==> src/hw/rtl/vtgd_pkg.sv <==
// ----------------------------------------------------------------------------
// vtgd_pkg
// Shared types and constants for the vector tile geometry decoder.
// ----------------------------------------------------------------------------
package vtgd_pkg;

    // Default width of the running coordinate sums.
    localparam int COORD_BITS_DEF = 32;

    // Geometry type register value after reset (points).
    localparam logic [2:0] GEOM_TYPE_RESET = 3'd1;

    typedef struct packed {
        logic [31:0] command_word;
        logic        last_word;
    } t_in_item;

    typedef struct packed {
        logic signed [31:0] coord_x;
        logic signed [31:0] coord_y;
        logic               part_first;
        logic               part_last;
        logic [29:0]        part_points;
        logic [2:0]         error_code;
        logic               stream_end;
    } t_out_item;

    // One decode step's outcome: whether a result exists and its fields.
    typedef struct packed {
        logic      have;
        t_out_item item;
    } t_step_res;

endpackage

==> src/hw/rtl/vector_tile_geometry_decoder_unit.sv <==
// ----------------------------------------------------------------------------
// vector_tile_geometry_decoder_unit
// Decodes a vector tile geometry command stream into absolute points.
// ----------------------------------------------------------------------------
// One command word per transfer goes in; at most one point or status result
// comes out. The unit takes a new word every cycle unless the input stalls: a
// word is captured in an input register, decoded by the phase machine once
// the output register can take a load, and its result lands there. The phase
// machine with its adders for the running x and y sums sets that rate. Input
// stall rises only when both the input and output registers are full and the
// downstream side stalls. Words that cause no result (moveto commands, x
// deltas, words after an error) pass through without occupying the output.
// Every geometry ends with a result carrying stream_end; an error code there
// reports the first error seen, an illegal geometry type, a truncated stream
// or a polygon with no closed ring. The user must write the geometry type
// register via the config port while idle; the unit does not enforce this.
// ----------------------------------------------------------------------------
module vector_tile_geometry_decoder_unit #(
    parameter int COORD_BITS = vtgd_pkg::COORD_BITS_DEF
) (
    input  logic                i_clk,
    input  logic                i_rst_n,
    // config
    input  logic                i_cfg_we,
    input  logic [2:0]          i_cfg_wdata,
    // command words in
    input  logic                i_in_valid,
    output logic                o_in_stall,
    input  vtgd_pkg::t_in_item  i_in_item,
    // results out
    output logic                o_out_valid,
    input  logic                i_out_stall,
    output vtgd_pkg::t_out_item o_out_item
);

    logic [2:0]          r_geom_type;
    logic                r_in_valid;
    logic                n_in_valid;
    vtgd_pkg::t_in_item  r_in_item;
    logic                in_take;
    logic                advance;
    logic                can_load;
    vtgd_pkg::t_step_res res;

    // geometry type register, kept across streams
    always_ff @(posedge i_clk) begin
        if (!i_rst_n) begin
            r_geom_type <= vtgd_pkg::GEOM_TYPE_RESET;
        end else if (i_cfg_we) begin
            r_geom_type <= i_cfg_wdata;
        end
    end

    // the held word advances only when the output register can take a load, result or not
    assign advance    = r_in_valid && can_load;
    assign o_in_stall = r_in_valid && !can_load;
    assign in_take    = i_in_valid && !o_in_stall;
    assign n_in_valid = in_take || (r_in_valid && !advance);

    always_ff @(posedge i_clk) begin
        if (!i_rst_n) begin
            r_in_valid <= 1'b0;
        end else begin
            r_in_valid <= n_in_valid;
        end
    end

    always_ff @(posedge i_clk) begin
        if (in_take) begin
            r_in_item <= i_in_item;
        end
    end

    vtgd_decode #(
        .COORD_BITS (COORD_BITS)
    ) u_decode (
        .i_clk       (i_clk),
        .i_rst_n     (i_rst_n),
        .i_geom_type (r_geom_type),
        .i_step      (advance),
        .i_item      (r_in_item),
        .o_res       (res)
    );

    vtgd_out_reg u_out_reg (
        .i_clk       (i_clk),
        .i_rst_n     (i_rst_n),
        .i_load      (advance && res.have),
        .i_item      (res.item),
        .i_out_stall (i_out_stall),
        .o_can_load  (can_load),
        .o_out_valid (o_out_valid),
        .o_out_item  (o_out_item)
    );

    a_stall_cause: assert property (@(posedge i_clk) disable iff (!i_rst_n)
        o_in_stall |-> r_in_valid && o_out_valid && i_out_stall)
        else $error("input stalled without a full, stalled output");

    a_result_not_lost: assert property (@(posedge i_clk) disable iff (!i_rst_n)
        advance && res.have |=> o_out_valid)
        else $error("decoded result did not reach the output register");

    a_held_word_kept: assert property (@(posedge i_clk) disable iff (!i_rst_n)
        r_in_valid && !advance |=> r_in_valid && $stable(r_in_item))
        else $error("waiting word was dropped or overwritten");

endmodule

==> src/hw/rtl/vtgd_decode.sv <==
// ----------------------------------------------------------------------------
// vtgd_decode
// Geometry command phase machine, running delta sums and error tracking.
// ----------------------------------------------------------------------------
module vtgd_decode #(
    parameter int COORD_BITS = vtgd_pkg::COORD_BITS_DEF
) (
    input  logic               i_clk,
    input  logic               i_rst_n,
    input  logic [2:0]         i_geom_type,
    input  logic               i_step,
    input  vtgd_pkg::t_in_item i_item,
    output vtgd_pkg::t_step_res o_res
);

    localparam logic [2:0] PH_CMD    = 3'd0;
    localparam logic [2:0] PH_MX     = 3'd1;
    localparam logic [2:0] PH_MY     = 3'd2;
    localparam logic [2:0] PH_LTCMD  = 3'd3;
    localparam logic [2:0] PH_LX     = 3'd4;
    localparam logic [2:0] PH_LY     = 3'd5;
    localparam logic [2:0] PH_CLOSE  = 3'd6;
    localparam logic [2:0] PH_UNUSED = 3'd7;

    localparam logic [2:0] GEOM_POINTS  = 3'd1;
    localparam logic [2:0] GEOM_POLYGON = 3'd3;

    localparam logic [2:0] CMD_MOVETO = 3'd1;
    localparam logic [2:0] CMD_LINETO = 3'd2;
    localparam logic [31:0] WORD_SINGLE_MOVETO = 32'd9;
    localparam logic [31:0] WORD_SINGLE_CLOSE  = 32'd15;

    localparam logic [2:0] ERR_NONE         = 3'd0;
    localparam logic [2:0] ERR_NOT_MOVETO   = 3'd1;
    localparam logic [2:0] ERR_RING_START   = 3'd2;
    localparam logic [2:0] ERR_NO_LINETO    = 3'd3;
    localparam logic [2:0] ERR_NO_CLOSE     = 3'd4;
    localparam logic [2:0] ERR_TRUNCATED    = 3'd5;
    localparam logic [2:0] ERR_NO_RINGS     = 3'd6;
    localparam logic [2:0] ERR_BAD_TYPE     = 3'd7;

    logic [2:0]            r_phase,      n_phase;
    logic [28:0]           r_count,      n_count;
    logic [COORD_BITS-1:0] r_x,          n_x;
    logic [COORD_BITS-1:0] r_y,          n_y;
    logic [COORD_BITS-1:0] r_first_x,    n_first_x;
    logic [COORD_BITS-1:0] r_first_y,    n_first_y;
    logic [29:0]           r_total,      n_total;
    logic                  r_rings,      n_rings;
    logic                  r_err_latched, n_err_latched;
    logic [2:0]            r_err_kept,   n_err_kept;

    logic [31:0]           w;
    logic                  last;
    logic [63:0]           w_ext;
    logic [COORD_BITS-1:0] delta;
    logic [COORD_BITS-1:0] x_new;
    logic [COORD_BITS-1:0] y_new;
    logic [28:0]           cmd_cnt;
    logic [28:0]           cnt_dec;
    logic [29:0]           lt_total;
    logic                  poly;
    logic                  type_ok;
    logic                  fault;
    logic                  have;
    logic [COORD_BITS-1:0] rx;
    logic [COORD_BITS-1:0] ry;
    logic                  pf;
    logic                  pl;
    logic [29:0]           pp;
    logic [2:0]            ec;
    logic signed [63:0]    rx_wide;
    logic signed [63:0]    ry_wide;

    assign w       = i_item.command_word;
    assign last    = i_item.last_word;
    // zigzag: (w >> 1) ^ -(w & 1), kept at sum width
    assign w_ext   = {33'd0, w[31:1]};
    assign delta   = w_ext[COORD_BITS-1:0] ^ {COORD_BITS{w[0]}};
    assign x_new   = r_x + delta;
    assign y_new   = r_y + delta;
    assign cmd_cnt = w[31:3];
    assign cnt_dec = (r_count != 29'd0) ? r_count - 29'd1 : r_count;
    assign poly    = (i_geom_type == GEOM_POLYGON);
    assign type_ok = (i_geom_type >= 3'd1) && (i_geom_type <= GEOM_POLYGON);
    assign lt_total = 30'(cmd_cnt) + 30'd1 + 30'(poly);

    always_comb begin
        n_phase       = r_phase;
        n_count       = r_count;
        n_x           = r_x;
        n_y           = r_y;
        n_first_x     = r_first_x;
        n_first_y     = r_first_y;
        n_total       = r_total;
        n_rings       = r_rings;
        n_err_latched = r_err_latched;
        n_err_kept    = r_err_kept;
        have  = 1'b0;
        fault = 1'b0;
        rx    = '0;
        ry    = '0;
        pf    = 1'b0;
        pl    = 1'b0;
        pp    = '0;
        ec    = ERR_NONE;

        if (r_err_latched) begin
            if (last) begin
                have = 1'b1;
                ec   = r_err_kept;
            end
        end else if (!type_ok) begin
            // illegal type: word ignored, code shows only on the last word
            ec    = ERR_BAD_TYPE;
        end else begin
            unique case (r_phase)
                PH_MX: begin
                    n_x     = x_new;
                    n_phase = PH_MY;
                end
                PH_MY: begin
                    n_y = y_new;
                    if (i_geom_type == GEOM_POINTS) begin
                        have    = 1'b1;
                        rx      = r_x;
                        ry      = y_new;
                        pf      = 1'b1;
                        pl      = 1'b1;
                        pp      = 30'd1;
                        n_count = cnt_dec;
                        n_phase = (cnt_dec != 29'd0) ? PH_MX : PH_CMD;
                    end else begin
                        n_first_x = r_x;
                        n_first_y = y_new;
                        n_phase   = PH_LTCMD;
                    end
                end
                PH_LTCMD: begin
                    if (w[2:0] != CMD_LINETO) begin
                        fault = 1'b1;
                        ec    = ERR_NO_LINETO;
                    end else begin
                        n_count = cmd_cnt;
                        n_total = lt_total;
                        have    = 1'b1;
                        rx      = r_first_x;
                        ry      = r_first_y;
                        pf      = 1'b1;
                        pp      = lt_total;
                        if (cmd_cnt == 29'd0) begin
                            pl      = !poly;
                            n_phase = poly ? PH_CLOSE : PH_CMD;
                            if (!poly) begin
                                n_rings = 1'b1;
                            end
                        end else begin
                            n_phase = PH_LX;
                        end
                    end
                end
                PH_LX: begin
                    n_x     = x_new;
                    n_phase = PH_LY;
                end
                PH_LY: begin
                    n_y     = y_new;
                    have    = 1'b1;
                    rx      = r_x;
                    ry      = y_new;
                    pp      = r_total;
                    n_count = cnt_dec;
                    if (cnt_dec != 29'd0) begin
                        n_phase = PH_LX;
                    end else if (poly) begin
                        n_phase = PH_CLOSE;
                    end else begin
                        pl      = 1'b1;
                        n_rings = 1'b1;
                        n_phase = PH_CMD;
                    end
                end
                PH_CLOSE: begin
                    if (w != WORD_SINGLE_CLOSE) begin
                        fault = 1'b1;
                        ec    = ERR_NO_CLOSE;
                    end else begin
                        have    = 1'b1;
                        rx      = r_first_x;
                        ry      = r_first_y;
                        pl      = 1'b1;
                        pp      = r_total;
                        n_rings = 1'b1;
                        n_phase = PH_CMD;
                    end
                end
                default: begin
                    // expect command; the unused code behaves the same
                    if (i_geom_type == GEOM_POINTS) begin
                        if (w[2:0] != CMD_MOVETO) begin
                            fault = 1'b1;
                            ec    = ERR_NOT_MOVETO;
                        end else begin
                            n_count = cmd_cnt;
                            n_phase = (cmd_cnt != 29'd0) ? PH_MX : PH_CMD;
                        end
                    end else begin
                        if (w != WORD_SINGLE_MOVETO) begin
                            fault = 1'b1;
                            ec    = ERR_RING_START;
                        end else begin
                            n_phase = PH_MX;
                        end
                    end
                end
            endcase
        end

        // a fresh error wipes the point fields and latches its code
        if (fault) begin
            n_err_latched = 1'b1;
            n_err_kept    = ec;
            have = 1'b1;
            rx   = '0;
            ry   = '0;
            pf   = 1'b0;
            pl   = 1'b0;
            pp   = '0;
        end

        if (last) begin
            have = 1'b1;
            if (!n_err_latched) begin
                if (n_phase != PH_CMD) begin
                    ec = ERR_TRUNCATED;
                end else if (poly && !n_rings) begin
                    ec = ERR_NO_RINGS;
                end
            end
            n_phase       = PH_CMD;
            n_count       = '0;
            n_x           = '0;
            n_y           = '0;
            n_first_x     = '0;
            n_first_y     = '0;
            n_total       = '0;
            n_rings       = 1'b0;
            n_err_latched = 1'b0;
            n_err_kept    = ERR_NONE;
        end
    end

    assign rx_wide = 64'(signed'(rx));
    assign ry_wide = 64'(signed'(ry));

    always_comb begin
        o_res.have             = have;
        o_res.item.coord_x     = rx_wide[31:0];
        o_res.item.coord_y     = ry_wide[31:0];
        o_res.item.part_first  = pf;
        o_res.item.part_last   = pl;
        o_res.item.part_points = pp;
        o_res.item.error_code  = ec;
        o_res.item.stream_end  = last;
    end

    always_ff @(posedge i_clk) begin
        if (!i_rst_n) begin
            r_phase       <= PH_CMD;
            r_count       <= '0;
            r_x           <= '0;
            r_y           <= '0;
            r_first_x     <= '0;
            r_first_y     <= '0;
            r_total       <= '0;
            r_rings       <= 1'b0;
            r_err_latched <= 1'b0;
            r_err_kept    <= ERR_NONE;
        end else if (i_step) begin
            r_phase       <= n_phase;
            r_count       <= n_count;
            r_x           <= n_x;
            r_y           <= n_y;
            r_first_x     <= n_first_x;
            r_first_y     <= n_first_y;
            r_total       <= n_total;
            r_rings       <= n_rings;
            r_err_latched <= n_err_latched;
            r_err_kept    <= n_err_kept;
        end
    end

    a_last_clears: assert property (@(posedge i_clk) disable iff (!i_rst_n)
        i_step && last |=> r_phase == PH_CMD && !r_err_latched && r_x == '0 && r_y == '0)
        else $error("stream state not cleared after last word");

    a_last_gives_result: assert property (@(posedge i_clk) disable iff (!i_rst_n)
        i_step && last |-> o_res.have && o_res.item.stream_end)
        else $error("last word produced no ending result");

    a_err_code_kept: assert property (@(posedge i_clk) disable iff (!i_rst_n)
        r_err_latched == (r_err_kept != ERR_NONE))
        else $error("latched error and kept code disagree");

    a_no_unused_phase: assert property (@(posedge i_clk) disable iff (!i_rst_n)
        r_phase != PH_UNUSED)
        else $error("phase machine reached the unused code");

endmodule

==> src/hw/rtl/vtgd_out_reg.sv <==
// ----------------------------------------------------------------------------
// vtgd_out_reg
// Result register holding one decoded item for the downstream side.
// ----------------------------------------------------------------------------
module vtgd_out_reg (
    input  logic                i_clk,
    input  logic                i_rst_n,
    input  logic                i_load,
    input  vtgd_pkg::t_out_item i_item,
    input  logic                i_out_stall,
    output logic                o_can_load,
    output logic                o_out_valid,
    output vtgd_pkg::t_out_item o_out_item
);

    logic                r_valid;
    logic                n_valid;
    vtgd_pkg::t_out_item r_item;

    // free when empty or when the held item transfers this cycle
    assign o_can_load = !r_valid || !i_out_stall;
    assign n_valid    = i_load || (r_valid && i_out_stall);

    always_ff @(posedge i_clk) begin
        if (!i_rst_n) begin
            r_valid <= 1'b0;
        end else begin
            r_valid <= n_valid;
        end
    end

    always_ff @(posedge i_clk) begin
        if (i_load) begin
            r_item <= i_item;
        end
    end

    assign o_out_valid = r_valid;
    assign o_out_item  = r_item;

endmodule
==> config.mk <==
export PLATFORM = sky130hd
export DESIGN_NAME = vector_tile_geometry_decoder_unit
export DESIGN_NICKNAME = d
export VERILOG_FILES = /design/src/hw/rtl/vtgd_pkg.sv /design/src/hw/rtl/vector_tile_geometry_decoder_unit.sv /design/src/hw/rtl/vtgd_decode.sv /design/src/hw/rtl/vtgd_out_reg.sv
export SDC_FILE = /design/constraint.sdc
export NUM_CORES = 1
export LEC_CHECK = 0
export ABC_AREA = 1
export BUFFER_PORTS_ARGS = -buffer_cell sky130_fd_sc_hd__buf_2
export CORE_MARGIN = 2
export CORE_UTILIZATION = 55
export DETAILED_ROUTE_END_ITERATION = 16
export PLACE_DENSITY = 0.87
export RECOVER_POWER = 100
export SYNTH_ARGS = -nofsm -noshare
export SYNTH_HDL_FRONTEND = slang
export SYNTH_SLANG_ARGS = --single-unit
export TNS_END_PERCENT = 10
==> constraint.sdc <==
create_clock -name i_clk -period 4.9 [get_ports i_clk]
set_clock_uncertainty 0.15 [all_clocks]
set_input_delay 1.225 -clock i_clk [delete_from_list [all_inputs] [get_ports i_clk]]
set_output_delay 1.225 -clock i_clk [all_outputs]
set_load 0.005 [all_outputs]
# Word-level counts from Yosys, hierarchy flattened
# Index checks and enable logic that the tools add are counted.
# W data, S select, Z words.
[totals]
register_bits = 333
out_inout_bits = 102
word_cells = 198
[op_classes]
n_addsub = 5
order_cmp = 2
n_eq_ne = 19
mux = 107
bitwise_logic = 2
n_reduce_logical = 41
[ops]
columns = ["op", "count"]
rows = [
  ["$mux W32", 24],
  ["$pmux W32 S4", 2],
  ["$mux W29", 8],
  ["$mux W30", 7],
  ["$pmux W30 S4", 1],
  ["$pmux W29 S4", 1],
  ["$reduce_bool A29 Y1", 3],
  ["$mux W3", 23],
  ["$add A32 B32 Y32", 2],
  ["$ne A32 B4 Y1 const B", 2],
  ["$mux W1", 32],
  ["$xor A31 B32 Y32", 1],
  ["$add A29 B1 Y30 const B", 1],
  ["$add A30 B1 Y30", 1],
  ["$logic_not A29 Y1", 1],
  ["$sub A29 B1 Y29 const B", 1],
  ["$pmux W3 S6", 1],
  ["$reduce_bool A2 Y1", 6],
  ["$reduce_and A5 Y1", 2],
  ["$eq A3 B2 Y1 const B", 3],
  ["$eq A3 B3 Y1 const B", 3],
  ["$pmux W3 S3", 1],
  ["$logic_and A1 B1 Y1", 8],
  ["$pmux W1 S4", 2],
  ["other kinds (23)", 40],
]

# Longest topological paths before layout
[depth]
ltp_word = 13
mapped_depth = 23
mapped_depth_nobuf = 21

# By module
# From an unflattened synthesis, not the netlist that was laid out.
[unflattened]
cells_unflattened = 2427
area_unflattened_um2 = 18706.7
[modules_own_cells]
columns = ["mod", "n_inst", "cells_per_inst", "area_per_inst_um2"]
rows = [
  ["vtgd_decode", 1, 2264, 14501.4],
  ["vtgd_out_reg", 1, 105, 3045.4],
  ["vector_tile_geometry_decoder_unit", 1, 58, 1159.9],
]

# Worst setup path before layout
# OpenSTA, ideal clock, no wires.
[synth_path]
path_type = "flip-flop to flip-flop"
start = "register r_in_item[1] (netlist bit)"
end = "register u_out_reg.r_item (netlist bit u_out_reg.o_out_item[0]) (enable)"
t_arrival_ns = 4.078
slack_ns = 0.209
stages_incl_launch_ff = 12
period_less_slack_ns = 4.691
cell_sequence = "edfxtp_1 > clkbuf_1 > clkbuf_1 > inv_1 > ha_1 > nand2_1 > nand2_1 > nand2_1 > o21ai_2 > nor2_1 > o21ai_2 > nand2_1"
[synth_between]
elab_chain_len = 9
word_cells_on_any_way = 20
cone_classes = "4 x eq/ne; 15 x mux; 1 x reduce/logical"
[synth_rtl]
columns = ["item", "line_no", "source"]
rows = [
  ["start, declared", "vector_tile_geometry_decoder_unit.sv:39", "vtgd_pkg::t_in_item r_in_item;"],
  ["start signal, assigned", "vector_tile_geometry_decoder_unit.sv:70", "r_in_item <= i_in_item;"],
  ["$ne A32 B4 Y1 / $ne A3 B1 Y1 (equally long branches)", "vtgd_decode.sv:208, vtgd_decode.sv:200", ""],
  ["$mux W1 (on tied branches)", "vtgd_decode.sv:208, vtgd_decode.sv:200", ""],
  ["$mux W1", "vtgd_decode.sv:199", "if (i_geom_type == GEOM_POINTS) begin"],
  ["$pmux W1 S3", "vtgd_decode.sv:117", "unique case (r_phase)"],
  ["$mux W1", "vtgd_decode.sv:113", "end else if (!type_ok) begin"],
  ["$mux W1", "vtgd_decode.sv:108", "if (r_err_latched) begin"],
  ["$mux W1 (*)", "vtgd_decode.sv:220", "if (fault) begin"],
  ["$mux W1 (*)", "vtgd_decode.sv:231", "if (last) begin"],
  ["$logic_and A1 B1 Y1 (*)", "vector_tile_geometry_decoder_unit.sv:88", ".i_load (advance && res.have),"],
  ["via u_out_reg.i_load", "vtgd_out_reg.sv:8", "input logic i_load,"],
  ["end signal, assigned", "vtgd_out_reg.sv:34", "r_item <= i_item;"],
  ["end, declared", "vtgd_out_reg.sv:18", "vtgd_pkg::t_out_item r_item;"],
]
# The timed path passes the listed nets; every way through them passes the cells marked *.
# A chain may end at the register's enable or synchronous reset.

# Worst setup path in the final report
[layout_path]
start = "register r_in_item[14] (netlist bit)"
end = "register u_out_reg.r_item (netlist bit u_out_reg.o_out_item[50]), data pin"
[layout_between]
elab_chain_len = 7
word_cells_on_any_way = 14
cone_classes = "1 x add/sub; 2 x eq/ne; 9 x mux; 1 x bitwise; 1 x reduce/logical"
[layout_rtl]
columns = ["item"]
rows = [
  ["parallel branches: the longest is 7 deep, another holds $add A32 B32 Y32"],
]
# Several ways; the timed one is not identified.

==> results.md <==
* Hpwl dp at 39.4 mm
* Avg Cell Area, Syn at 7.57 um2
* FF-to-FF path depth at 11
* Commonest non-fill, non-tap cells in the layout: 590 x nand2_1, 330 x a21oi_1, 253 x nor2_1
* Clock Sinks at 333
* Max clock buf depth at 3
* Core Area at 0.0335 mm2
* Flip-flop and latch area at 0.00800 mm2
* Vias in the first global route at 16,500
* DRT Pass-1 Iters at 7
* Yosys Warn Count at 0
* CP Launch Type: register
* DIE WIDTH at 189 um
* Clock slew at reported path FFs at 0.06 ns
* Status: finished, violations left
* RSZ-0062 raised after global routing: false
* PortBufs at 142
* Fmax at 225 MHz
* Register area share after synthesis at 0.427
* Post-DR vias/cell at 5.86
* Post_cts resized at 0
* Endpoints failing setup at 0
* Reg2reg start: r_in_item[14]$_DFFE_PP_
* Initial antenna violation count at 0
* Die area at 0.0355 mm2
* Most common cell after layout, fill and taps aside: nand2_1
* Post-route ant nets at 0
* Final core utilization at 0.622
* Max rail drop VDD at 0.312 mV
* Area Overhead vs Synth at 11.4%
* Synth Flop Type: dfxtp_1
* Worst hold path type: register to register
* Multi-input logic area at 0.00948 mm2
* Fin nets at 2,674
* CP endpoint kind: register
* Wl on met1 at 24.3 mm
* Largest area contributor in the netlist: dfxtp_1
* MaxCap Viol Count at 4
* Cell count of the worst hold path at 2
* Setup TNS at 0 ns
* Crit path kind: register to register
* Cell Area, Placed at 0.0198 mm2
* GP Congestion at 0.993
* Violated checks: capacitance limit, slew limit
* Max Used Layer: met4
* Synth Register Bits at 333
* Worst EP required at 5.02 ns
* H-tree depth at 2
* Syn_nets at 2,585
* Min-delay src: u_decode.r_total[6]$_SDFFE_PN0P_
* Hold Buf Count CTS at 0
* R2R setup slack at 0.46 ns
* Critical R2R Capture: u_out_reg.o_out_item[50]$_SDFFCE_PP0P_
* Unique cell type count in the Yosys netlist at 57
* Remaining Overflow, GRT at 0
* Fin crit share at 0.906
* # Post-CTS Setup Buffers at 0
* Leakage at 8.60 nW
* CTS tree: done
* Initial drt markers at 1,793
* Drt wl/cell at 18.1 um
* Cell Rows at 67
* Global-route wire length before repair at 87.6 mm
* Skew-Pair Late Insertion Delay at 0.54 ns
* Crit path max fanout at 49
* Root Driver: clkbuf_16
* Synth top area share at 0.214
* Final Hold Viols at 0
* ANT cells at 0
* DR WL met2 at 23.2 mm
* Cell Area, Synth at 0.0187 mm2
* GR Util All Layers at 0.307
* Fillers at 2,992
* Crit path arrival time at 4.56 ns
* Total CTS buffers at 36
* Slew @ Worst Pin at 2.41 ns
* DRC violations left at 0
* Share of post-route cells with drive strength above 1 at 0.0915
* Relative max-transition margin at -0.608
* DR WL met3 at 5.01 mm
* Die Ht at 189 um
* Tmin final at 4.44 ns
* Largest net degree at the start of global routing at 64
* Top cells by area, synth: dfxtp_1 21%, edfxtp_1 21%, nand2_1 12%
* Power Dens Cells at 345 mW/mm2
* FFs w/ async S/R, synth at 0
* WL final at 55.1 mm
* Post-synthesis cell count at 2,473
* Initial Utilization at 0.558
* Final Instance Area at 0.0209 mm2
* Vias after detailed routing at 17,800
* Endpoint, Worst Hold: u_decode.r_total[6]$_SDFFE_PN0P_
* Final Max Slew Viols at 187
* Num ports at 143
* Post-synth EDFFs at 133
-- through the flow --
step / hold WS, ns / instances / setup slack [ns] / power, mW
final: 0.313 / 3037 / 0.459 / 7.19
after global routing: 0.330 / 3037 / 0.224 / 7.47
after CTS: 0.311 / 3037 / 0.773 / 7.18
after detailed placement: 0.302 / 2972 / 0.821 / 4.39
after global placement: 0.298 / 2972 / 1.01 / 4.37
after floorplan: 0.290 / 2473 / 0.209 / 4.03
-- state kept, by name, indices dropped and copies added, names as in the netlist --
name / count
r_in_item: 33
u_decode.r_err_latched: 1
u_decode.r_err_kept: 3
u_out_reg.o_out_item: 100
u_out_reg.o_out_valid: 1
u_decode.r_rings: 1
r_in_valid: 1
r_geom_type: 3
u_decode.r_phase: 3
u_decode.r_count: 29
u_decode.r_first_x: 32
u_decode.r_total: 30
u_decode.r_first_y: 32
u_decode.r_x: 32
u_decode.r_y: 32
-- cells by family after synthesis --
kind of cell             after synthesis  share of synthesized area
AO/OA/AOI/OAI                        615                      0.185
buffers and inverters                321                     0.0666
XOR/XNOR                              77                     0.0360
AND/OR/NAND/NOR                     1056                      0.237
adder cells (fa/ha/maj)               71                     0.0482
flip-flops                           333                      0.427
-- how the worst max path moves through the flow --
stage	slack [ns]	from	to
6_report	0.46	r_in_item[14]$_DFFE_PP_	u_out_reg.o_out_item[50]$_SDFFCE_PP0P_
5_1_grt	0.22	i_out_stall	u_decode.r_y[18]$_SDFFE_PN0P_
4_1_cts	0.77	r_in_item[1]$_DFFE_PP_	u_out_reg.o_out_item[53]$_SDFFCE_PP0P_
3_5_place_dp	0.82	r_in_item[1]$_DFFE_PP_	u_out_reg.o_out_item[53]$_SDFFCE_PP0P_
3_3_place_gp	1.01	r_in_item[1]$_DFFE_PP_	u_out_reg.o_out_item[53]$_SDFFCE_PP0P_
2_1_floorplan	0.21	r_in_item[1]$_DFFE_PP_	u_out_reg.o_out_item[0]$_DFFE_PP_
-- cell usage after synthesis (all sizes together), types with 3 or more instances --
cell,number
clkbuf,85
o21ai,138
dfxtp,200
o21a,6
a31oi,14
a22oi,70
nand3b,6
xor2,62
inv,205
nor2,267
nand4,26
or2,18
o21bai,5
o211ai,27
a21boi,3
a21o,6
clkinv,4
nor4,11
a21oi,331
buf,27
a221oi,3
nand3,97
ha,69
nand2,597
xnor2,15
nor3,31
edfxtp,133
-- layout make-up --
| cell class | instances | area share |
|---|---|---|
| well taps | 448 | 0.0269 |
| clock buffers | 47 | 0.0467 |
| flip-flops and latches | 333 | 0.383 |
| clock inverters | 18 | 0.0116 |
| inverters | 209 | 0.0378 |
| multi-input cells | 1819 | 0.455 |
| repair buffers | 163 | 0.0389 |
-- critical path: stages, from the launching register on --
cell and delay [ns]:
edfxtp_1 0.60, inv_1 0.15, nand4_1 0.11, nor3_1 0.54
nand4_1 0.18, nor2_1 0.24, nor2_1 0.09, nand2_1 0.13
nand2_1 0.07, o21ai_2 0.23, nand3_2 0.98, a21oi_1 0.70
-- power breakdown --
group | switching [mW] | internal [mW]
Clock | 1.14 | 1.68
Combinational | 0.894 | 0.384
Sequential | 0.104 | 2.98
-- layer usage --
metal / up-vias / track usage
li1: 8554 / -
met2: 843 / 0.450
met3: 167 / 0.0592
met4: 0 / 0.143
met5: - / 0
met1: 8241 / 0.437
Power figures use the tool's default switching activity.
